<file path="config.mk">
export PLATFORM = sky130hd
export DESIGN_NAME = sfsu_div_stage
export DESIGN_NICKNAME = d
export VERILOG_FILES = /design/src/rtl/sfsu_pkg.sv /design/src/rtl/sfsu_div_stage.sv
export SDC_FILE = /design/constraint.sdc
export NUM_CORES = 1
export LEC_CHECK = 0
export ABC_AREA = 1
export BUFFER_PORTS_ARGS = -buffer_cell sky130_fd_sc_hd__buf_2
export CELL_PAD_IN_SITES_DETAIL_PLACEMENT = 1
export CELL_PAD_IN_SITES_GLOBAL_PLACEMENT = 1
export CORE_MARGIN = 2
export CORE_UTILIZATION = 42
export DETAILED_ROUTE_END_ITERATION = 12
export GPL_ROUTABILITY_DRIVEN = 0
export PLACE_DENSITY_LB_ADDON = 0.1
export SYNTH_ARGS = -nofsm -noshare
export SYNTH_HDL_FRONTEND = slang
export SYNTH_SLANG_ARGS = --single-unit
</file>
<file path="constraint.sdc">
create_clock -name clk -period 12.85 [get_ports clk]
set_clock_uncertainty 0.05 [all_clocks]
set_input_delay 0 -clock clk [delete_from_list [all_inputs] [get_ports clk]]
set_output_delay 0 -clock clk [all_outputs]
set_load 0.01 [all_outputs]
</file>
<file path="src/rtl/sfsu_pkg.sv">
// Shared types, constants and helpers for the star field update block.
// Used by every module under rtl/; depends on nothing.
`default_nettype none
package sfsu_pkg;

  localparam int DEFAULT_STARS = 256;

  localparam int POS_W   = 20;  // star position, signed, 1/16 units
  localparam int DEPTH_W = 10;  // star depth
  localparam int SPEED_W = 2;   // star speed
  localparam int IDX_W   = 8;   // star index field
  localparam int RAND_W  = 16;  // random word
  localparam int CEN_W   = 11;  // centre registers
  localparam int SCR_W   = 12;  // screen size registers
  localparam int PIX_W   = 12;  // pixel coordinate
  localparam int GREY_W  = 8;
  localparam int DEN_W   = DEPTH_W + 4;  // 16 * depth
  localparam int REM_W   = 26;           // nonnegative numerator of a visible point
  localparam int CFG_IDX_W  = 2;
  localparam int CFG_DATA_W = 12;

  localparam int IN_DATA_W  = 80;
  localparam int OUT_DATA_W = 32;

  // Divider retires this many quotient bits per stage
  localparam int DIV_STEP = 4;

  localparam logic [CFG_IDX_W-1:0] CFG_CENTER_X      = 2'd0;
  localparam logic [CFG_IDX_W-1:0] CFG_CENTER_Y      = 2'd1;
  localparam logic [CFG_IDX_W-1:0] CFG_SCREEN_WIDTH  = 2'd2;
  localparam logic [CFG_IDX_W-1:0] CFG_SCREEN_HEIGHT = 2'd3;

  localparam logic [CEN_W-1:0] RST_CENTER_X      = 11'd160;
  localparam logic [CEN_W-1:0] RST_CENTER_Y      = 11'd120;
  localparam logic [SCR_W-1:0] RST_SCREEN_WIDTH  = 12'd320;
  localparam logic [SCR_W-1:0] RST_SCREEN_HEIGHT = 12'd240;

  localparam logic OP_SPAWN   = 1'b0;
  localparam logic OP_ADVANCE = 1'b1;

  typedef struct packed {
    logic [POS_W-1:0]   x;
    logic [POS_W-1:0]   y;
    logic [DEPTH_W-1:0] depth;
    logic [SPEED_W-1:0] speed;
  } star_t;

  typedef struct packed {
    logic [REM_W-1:0]  rem_x;
    logic [REM_W-1:0]  rem_y;
    logic [DEN_W-1:0]  den;
    logic [PIX_W-1:0]  qx;
    logic [PIX_W-1:0]  qy;
    logic [GREY_W-1:0] grey;
    logic              vis;
  } div_item_t;

  // 15*r - 491520, always inside the signed 20-bit range
  function automatic logic [POS_W-1:0] spawn_pos(input logic [RAND_W-1:0] r);
    logic [POS_W:0] t;
    t = {1'b0, r, 4'b0} - {5'b0, r};
    t = t - 21'd491520;
    return t[POS_W-1:0];
  endfunction

endpackage
`default_nettype wire

</file>
<file path="src/rtl/sfsu_div_stage.sv">
// One pipeline stage of the restoring divider: retires DIV_STEP quotient bits
// for both axes. Depends on sfsu_pkg for the stage payload type.
`default_nettype none
module sfsu_div_stage #(
  parameter int LOW_BIT = 0
) (
  input  wire                   clk,
  input  wire                   rst,
  input  wire                   in_valid,
  output logic                  in_ready,
  input  sfsu_pkg::div_item_t   in_item,
  output logic                  out_valid,
  input  wire                   out_ready,
  output sfsu_pkg::div_item_t   out_item
);

  localparam int TW = sfsu_pkg::REM_W + 1;

  sfsu_pkg::div_item_t item_next;

  always_comb begin
    logic [TW-1:0] rx;
    logic [TW-1:0] ry;
    logic [TW-1:0] sh;
    item_next = in_item;
    rx = {1'b0, in_item.rem_x};
    ry = {1'b0, in_item.rem_y};
    for (int k = LOW_BIT + sfsu_pkg::DIV_STEP - 1; k >= LOW_BIT; k--) begin
      sh = TW'(in_item.den) << k;
      if (rx >= sh) begin
        rx = rx - sh;
        item_next.qx[k] = 1'b1;
      end
      if (ry >= sh) begin
        ry = ry - sh;
        item_next.qy[k] = 1'b1;
      end
    end
    item_next.rem_x = rx[sfsu_pkg::REM_W-1:0];
    item_next.rem_y = ry[sfsu_pkg::REM_W-1:0];
  end

  assign in_ready = !out_valid || out_ready;

  always_ff @(posedge clk) begin
    if (rst) begin
      out_valid <= 1'b0;
    end else if (in_ready) begin
      out_valid <= in_valid;
    end
  end

  always_ff @(posedge clk) begin
    if (in_ready && in_valid) begin
      out_item <= item_next;
    end
  end

endmodule
`default_nettype wire
</file>
==> results of run 1 <==
## Yosys cell counts (3+ instances only)
| master | n |
|---|---|
| nor2_4 | 8 |
| nand2_2 | 35 |
| buf_4 | 3 |
| inv_1 | 313 |
| buf_6 | 12 |
| xor2_1 | 64 |
| nor2_1 | 178 |
| nand3_1 | 166 |
| o21bai_1 | 12 |
| a21oi_1 | 106 |
| nor4_1 | 4 |
| buf_2 | 7 |
| nand2_4 | 7 |
| o21a_1 | 3 |
| or2_2 | 13 |
| fa_1 | 8 |
| nor3_1 | 19 |
| edfxtp_1 | 99 |
| xnor2_1 | 41 |
| o21ai_2 | 5 |
| o21ai_0 | 125 |
| nand3_2 | 21 |
| nand4_1 | 50 |
| a21boi_0 | 4 |
| ha_1 | 112 |
| nand2_1 | 722 |
| inv_2 | 26 |
| and2_1 | 3 |
| o211ai_1 | 4 |
| a211oi_1 | 3 |
| nand3b_1 | 13 |
| o21ai_1 | 10 |
| nor2_2 | 26 |
| clkbuf_1 | 10 |
## layout make-up
| type | count | area, um2 | share of cell area |
|---|---|---|---|
| Tap cell | 448 | 561 | 0.0338 |
| Clock inverter | 7 | 58.8 | 0.00355 |
| Sequential cell | 100 | 2990 | 0.181 |
| Timing Repair Buffer | 276 | 1700 | 0.103 |
| Clock buffer | 9 | 225 | 0.0136 |
| Multi-Input combinational cell | 1779 | 9740 | 0.588 |
| Inverter | 341 | 1280 | 0.0775 |
## state kept, by name, indices dropped and copies added, names as in the netlist
register,count
out_item,99
out_valid,1
## path summary, 6_finish.rpt
| path | endpoint | depth (start not counted) |
|---|---|---|
| max reg2reg | out_item[87] | 2 |
| min | out_item[33] | 1 |
| max | out_item[57] | 67 |
| min reg2reg | out_item[64] | 1 |
## logic make-up after synthesis
| group | share of synthesized area |
|---|---|
| xor+xnor | 0.0644 |
| simple gates | 0.400 |
| fa+ha+maj | 0.109 |
| flops | 0.210 |
| compound gates | 0.107 |
| buf+inv | 0.109 |
## worst max-delay path, delay by kind of cell
family	cells	cell delay (ps)
AO/OA/AOI/OAI	16	3520
AND/OR/NAND/NOR	36	3960
adder cells (fa/ha/maj)	4	1640
buffers and inverters	11	2440
## where the power goes
| part | leakage (nW) | internal (mW) | switching (mW) | total (mW) |
|---|---|---|---|---|
| sequential | 0.951 | 0.506 | 0.0216 | 0.528 |
| clock | 0.131 | 0.135 | 0.141 | 0.275 |
| combinational | 7.34 | 0.758 | 1.38 | 2.14 |
## layer usage
| layer | share of wire | GRT usage |
|---|---|---|
| met1 | 0.49 | 0.409 |
| met2 | 0.45 | 0.483 |
| met3 | 0.041 | 0.0212 |
| met4 | 0.020 | 0.0709 |
| met5 | 0 | 0 |
## timing repair
action	4_1_cts	5_1_grt
gates resized for setup	0	7
buffers inserted	0	8
hold endpoints to repair	48	0
hold buffers	49	0
endpoints found under the setup margin	0	26
## through the flow
step | hold WS, ps | util
3_5_place_dp | 113 | 0.468
2_1_floorplan | 19.1 | -
5_1_grt | 26.2 | 0.494
6_report | 32.1 | 0.494
3_3_place_gp | 111 | 0.468
4_1_cts | 21.0 | 0.491
==> reports/results.txt, run 1 <==
Total gr overflow: 0
Min-delay src: in_item[33]
Share of cells above drive strength 1: 0.158
Vias/cell: 5.23
HPWL Detailed: 42800 um
Nets: 2730
Worst R2R Start: out_valid
Final setup violation count: 0
Setup TNS Final: 0 ps
Worst setup path startpoint: in_item[34]
Final count of pins violating max slew: 0
GRT Util Overall: 0.290
Synth unique cells: 51
Vias in the first global route: 15600
Clk_lat worst skew: 350 ps
Initial antenna violation count: 0
RSZ-0062 raised after global routing: no
Most common cell after layout, fill and taps aside: nand2_1
Crit share post-route: 0.901
WL/cell: 17.5 um
Dpl ws: 968 ps
Ys flop type: edfxtp_1
Async SR Flop Fraction: 0
Worst slew margin: 0.310
Final Hold Viols: 0
TritonCTS clock tree: built
CTS H-tree depth: 3
Static Leak: 8.43 nW
Die Y: 188 um
Post-Route WL: 51800 um
Mapped Nets: 2478
PortBufs: 203
Clock-pin slew on the worst setup and hold paths: 70 ps
Period minus WS final: 11580 ps
Die area: 0.0355 mm2
CP max FO: 31
Mapped Area: 0.0143 mm2
Via count: 15500
Num CTS Buffers: 9
Post-synth top area share: 0.208
Fin area: 0.0166 mm2
Row Count: 67
Crit. End Element: flip-flop
Worst Path Required: 12900 ps
Tot Pwr: 2.95 mW
Placed cell count: 2887
Most used cell, CP: nand2_1
Worst vdd ir: 99.3 uV
Slowest cell on crit path: dlygate4sd3_1
Top cells by area, synth: edfxtp_1, nand2_1, ha_1, inv_1, nand3_1
Area leader, netlist: edfxtp_1
Mapped Cells: 2255
Yosys warns: 0
DR pass1 iterations: 5
R2R setup slack: 10510 ps
Initial DRC Count: 747
First-pass GRT wire length: 82700 um
Post-route ant nets: 0
Max Cap Viol: 0
Hold Crit Class: in2reg
Area grow syn2layout: 16.0%
Total of fill cells in the finished design: 4685
EDFF count, synth: 99
Crit start category: input port
Sequential area share after synthesis: 0.210
Die outline width: 188 um
Synthesized flop and latch total: 100
Largest net degree at the start of global routing: 80
Root buf cell: clkbuf_16
Placed Area: 0.0157 mm2
CP peak stage delay: 570 ps
Ports: 204
PwrDens: 178 mW/mm2
Commonest non-fill, non-tap cells in the layout: nand2_1, inv_1, buf_2
Starting Density: 0.426
Fin cells: 2960
Crit Path Class: in2reg
Core ar.: 0.0335 mm2
CTS Buffer Depth: 2
Status: finished, final reports clean
Ant. Diodes: 0
Post-route setup slack: 1270 ps
CTS sink cnt: 100
Max Clk Rate: 86.4 MHz
Worst path arrival time: 11630 ps
Synthesized area per cell: 6.33 um2
Worst-Margin Slew: 1040 ps
Number of remaining DRC errors: 0
Power figures use the tool's default switching activity.
==> inputs of run 2 (changes only) <==
GPL_TIMING_DRIVEN = 0   (was unset)
clock period = 11.75 ns   (was 12.85 ns; I/O delays follow)
==> run 2 against run 1 <==
Net effect: sequential power is 9.8% higher; critical path depth is 6 higher; power is 12% higher; global-route usage is 0.14 points higher; largest power group unchanged; die area stayed put; wire length is 1.7% higher; highest routed layer unchanged; via count is 2.1% higher; critical path type unchanged; non-clock buffer count is 44 higher; largest cell class unchanged.
==> reports/results.txt, run 2 (same netlist as run 1, synthesis figures left out) <==
Worst vdd ir: 111 uV
GRT Util Overall: 0.292
Hold Crit Class: in2reg
Final Hold Viols: 0
HPWL Detailed: 42500 um
Worst path arrival time: 11070 ps
Top Family by Delay on Critical Path: simple AND/OR/NAND/NOR gates
Most common cell after layout, fill and taps aside: nand2_1
Top flop regs: out_item: 99 flops, out_valid: 1 flops
Worst slew margin: 0.337
Ant. Diodes: 0
CTS sink cnt: 100
Starting Density: 0.426
Worst-Margin Slew: 992 ps
Core ar.: 0.0335 mm2
Tot Pwr: 3.29 mW
Vias/cell: 5.26
Max Cap Viol: 0
Commonest non-fill, non-tap cells in the layout: nand2_1, inv_1, buf_2
Final setup violation count: 0
CTS H-tree depth: 3
Crit start category: input port
Die Y: 188 um
Clk_lat worst skew: 360 ps
Initial DRC Count: 751
Crit. End Element: flip-flop
Static Leak: 8.64 nW
Period minus WS final: 11010 ps
CP peak stage delay: 530 ps
Die outline width: 188 um
TritonCTS clock tree: built
Area grow syn2layout: 19.6%
Most Used Layer, Global Route: met2
WL/cell: 17.6 um
Crit Path Class: in2reg
Final count of pins violating max slew: 0
Total gr overflow: 0
Met2 Use GR: 0.499
Num CTS Buffers: 9
First-pass GRT wire length: 83300 um
Number of remaining DRC errors: 0
CP max FO: 10
Via count: 15800
Biggest register: out_item
PwrDens: 193 mW/mm2
Die area: 0.0355 mm2
Root buf cell: clkbuf_16
Nets: 2774
Row Count: 67
Met3 global-route usage: 0.0246
Most used cell, CP: nand2_1
Max Clk Rate: 90.8 MHz
Post-route ant nets: 0
Worst Path Required: 11800 ps
Share of cells above drive strength 1: 0.178
Clock-pin slew on the worst setup and hold paths: 70 ps
Crit share post-route: 0.937
Status: finished, final reports clean
Vias in the first global route: 16100
Met1 usage: 0.396
DR pass1 iterations: 5
Worst Path Buf+Inv: 11
Hold Slack: 26.0 ps
PortBufs: 203
Largest register FFs: 99
Largest net degree at the start of global routing: 31
Slowest cell on crit path: fa_1
Post-Route WL: 52700 um
CTS Buffer Depth: 2
Initial antenna violation count: 0
Ports: 204
-- run 2: power by group --
| group | internal [mW] | switching [mW] |
|---|---|---|
| combinational | 0.852 | 1.55 |
| clock | 0.148 | 0.154 |
| sequential | 0.554 | 0.0258 |
| total | 1.55 | 1.73 |
-- run 2: final cells by class --
class,instances,area (um2)
buffer,34,298
clock buffer,9,225
multi-input combinational,1779,9810
timing repair buffer,286,1820
inverter,341,1310
clock inverter,7,60.1
tap,448,561
fill,4656,16500
sequential,100,2990
-- run 2: worst register-to-register path: cells and delay by family (launching register included) --
| family | cells | cell delay, ps |
|---|---|---|
| compound gates | 1 | 800 |
| flops | 1 | 360 |
| buf+inv | 2 | 510 |
-- run 2: path summary, 6_finish.rpt --
kind	start	end	slack, ps	cells after the start
max	in_item[34]	out_item[75]	740	73
min reg2reg	out_valid	out_item[17]	840	1
max reg2reg	out_valid	out_item[75]	9730	3
min	in_item[33]	out_item[33]	30	1
-- run 2: layer usage --
layer / vias up / share of wire
met5: - / 0
met4: 0 / 0.021
met3: 60 / 0.046
met2: 390 / 0.47
met1: 7449 / 0.47
li1: 7889 / -
-- run 2: through the flow --
stage,util,std cells,setup TNS (ps),setup WS (ps),cell area [um2]
4_1_cts,0.499,2975,0,33.1,16700
3_3_place_gp,0.473,2906,-26730,-702,15800
2_1_floorplan,-,2255,0,2360,14300
3_5_place_dp,0.475,2909,-40850,-1090,15900
5_1_grt,0.509,3004,-78.9,-35.0,17100
6_report,0.509,3004,0,736,17100
-- run 2: timing repair --
action / 4_1_cts / 5_1_grt
gates resized for setup: 13 / 40
endpoints found under the hold margin: 47 / 1
endpoints found under the setup margin: 54 / 54
pin swaps: 0 / 5
buffers inserted: 2 / 29
hold buffers: 48 / 1
==> inputs of run 3 (changes only) <==
ABC_AREA = unset   (was 1)
CORE_UTILIZATION = 44   (was 42)
==> run 3 against run 2 <==
Net effect: combinational power grew 5%; sequential share of layout area grew 0.44 points; fmax shrank 3.9%; wire length shrank 1.3%; worst hold slack gained 54 ps; largest power group unchanged; setup slack lost 450 ps; power grew 4.8%.
==> reports/results.txt, run 3 <==
Biggest register: out_item
Mapped Area: 0.0133 mm2
Final setup violation count: 0
Tot Pwr: 3.44 mW
Initial antenna violation count: 0
Worst vdd ir: 119 uV
PortBufs: 200
Core ar.: 0.0297 mm2
Total gr overflow: 0
Worst path arrival time: 11550 ps
Mapped Nets: 1873
Worst slew margin: 0.339
Slowest cell on crit path: fa_1
EDFF count, synth: 99
Hold Crit Class: in2reg
Die outline width: 178 um
Post-route ant nets: 0
Area grow syn2layout: 24.7%
Ant. Diodes: 0
Starting Density: 0.449
Die Y: 178 um
Status: finished, final reports clean
Most used cell, CP: buf_4
Initial DRC Count: 1047
WL/cell: 22.1 um
PwrDens: 207 mW/mm2
CP max FO: 10
Synthesized flop and latch total: 100
Top cells by area, synth: edfxtp_1, ha_1, xnor2_1, a21oi_1, nand2_1
Sequential area share after synthesis: 0.224
Largest register FFs: 99
Final Hold Viols: 0
Ys flop type: edfxtp_1
Clock-pin slew on the worst setup and hold paths: 100 ps
CTS sink cnt: 100
Period minus WS final: 11460 ps
Async SR Flop Fraction: 0
Static Leak: 6.79 nW
Placed Area: 0.0149 mm2
Nets: 2178
Num CTS Buffers: 9
Largest net degree at the start of global routing: 71
Via count: 14500
Root buf cell: clkbuf_16
Post-Route WL: 52100 um
Crit. End Element: flip-flop
DR pass1 iterations: 5
Synthesized area per cell: 8.09 um2
CTS Buffer Depth: 2
Clk_lat worst skew: 370 ps
Row Count: 63
TritonCTS clock tree: built
Max Clk Rate: 87.3 MHz
Most common cell after layout, fill and taps aside: buf_2
Most common cell in the netlist: nand2_1
Most frequent cells after synthesis: nand2_1, nor2_1, a21oi_1
Share of cells above drive strength 1: 0.232
HPWL Detailed: 37200 um
Synth unique cells: 110
Total of fill cells in the finished design: 3660
Die area: 0.0317 mm2
Post-synth top area share: 0.223
Crit start category: input port
Vias in the first global route: 14000
GRT Util Overall: 0.315
Fin area: 0.0166 mm2
CP peak stage delay: 470 ps
Vias/cell: 6.16
Worst-Margin Slew: 985 ps
Final count of pins violating max slew: 0
Crit share post-route: 0.975
Crit Path Class: in2reg
Commonest non-fill, non-tap cells in the layout: buf_2, nand2_1, nor2_1
Ports: 204
Area leader, netlist: edfxtp_1
Number of remaining DRC errors: 0
Top flop regs: out_item: 99 flops, out_valid: 1 flops
Yosys warns: 0
CTS H-tree depth: 3
Mapped Cells: 1650
First-pass GRT wire length: 78300 um
Worst Path Required: 11840 ps
Max Cap Viol: 0
## run 3: cell count changes in the layout (fill, tap and decap cells not counted), sizes merged, moves of 42 or more
cell   previous run  this run
xnor2            41        85
nor2            213       153
nand3           189        39
nand2           764       159
inv             335        57
a21o              2        46
a21oi           107       149
## run 3: stage by stage
stage	TNS, ps	setup slack (ps)	hold slack, ps	util	cells
global route	-2610	-164	83.8	0.560	2350
global placement	-157360	-3380	110	0.499	2240
detailed placement	-183430	-4010	115	0.500	2241
finish	0	290	80.0	0.560	2350
floorplan	0	222	19.1	-	1650
CTS	0	2.54	57.3	0.548	2329
## run 3: routing by layer
layer / GRT usage / part of all wire / vias to the layer above
li1: - / - / 6837
met1: 0.480 / 0.48 / 7107
met2: 0.481 / 0.43 / 488
met3: 0.0375 / 0.073 / 39
met4: 0.0516 / 0.012 / 0
met5: 0 / 0 / -
## run 3: critical path: cells and delay by family
| family | cells | cell delay [ps] |
|---|---|---|
| adder cells (fa/ha/maj) | 4 | 1480 |
| AND/OR/NAND/NOR | 15 | 2440 |
| buffers and inverters | 13 | 2190 |
| multiplexers | 1 | 270 |
| AO/OA/AOI/OAI | 23 | 5140 |
## run 3: kinds of logic after synthesis
| logic type | count (synthesis) | synth area share |
|---|---|---|
| simple gates | 626 | 0.245 |
| compound gates | 532 | 0.270 |
| xor+xnor | 134 | 0.0890 |
| fa+ha+maj | 120 | 0.117 |
| buf+inv | 115 | 0.0363 |
| flops | 100 | 0.224 |
| mux | 23 | 0.0182 |
## run 3: cell type report
class	count	area, um2	share of cell area
multi-input cells	1435	10300	0.619
flip-flops and latches	100	2990	0.180
repair buffers	299	1950	0.117
well taps	390	488	0.0293
inverters	66	293	0.0176
plain buffers	44	290	0.0174
clock buffers	9	225	0.0135
clock inverters	7	106	0.00639
## run 3: worst paths after layout
path | depth (start not counted) | from | slack [ps] | to
min | 3 | in_item[47] | 80 | out_item[47]
max | 56 | in_item[34] | 290 | out_item[76]
min reg2reg | 2 | out_valid | 910 | out_item[85]
max reg2reg | 3 | out_valid | 10040 | out_item[68]
## run 3: report_power, final
part	internal (mW)	switching, mW	total (mW)
registers	0.544	0.0224	0.566
clock network	0.191	0.164	0.356
logic	1.03	1.49	2.52
total	1.76	1.68	3.44
## run 3: what timing repair did
action | 4_1_cts | 5_1_grt
pin swaps | 9 | 17
setup buffers | 27 | 22
gates resized for setup | 103 | 69
endpoints found under the hold margin | 48 | 0
endpoints found under the setup margin | 54 | 54
hold buffers | 49 | 0
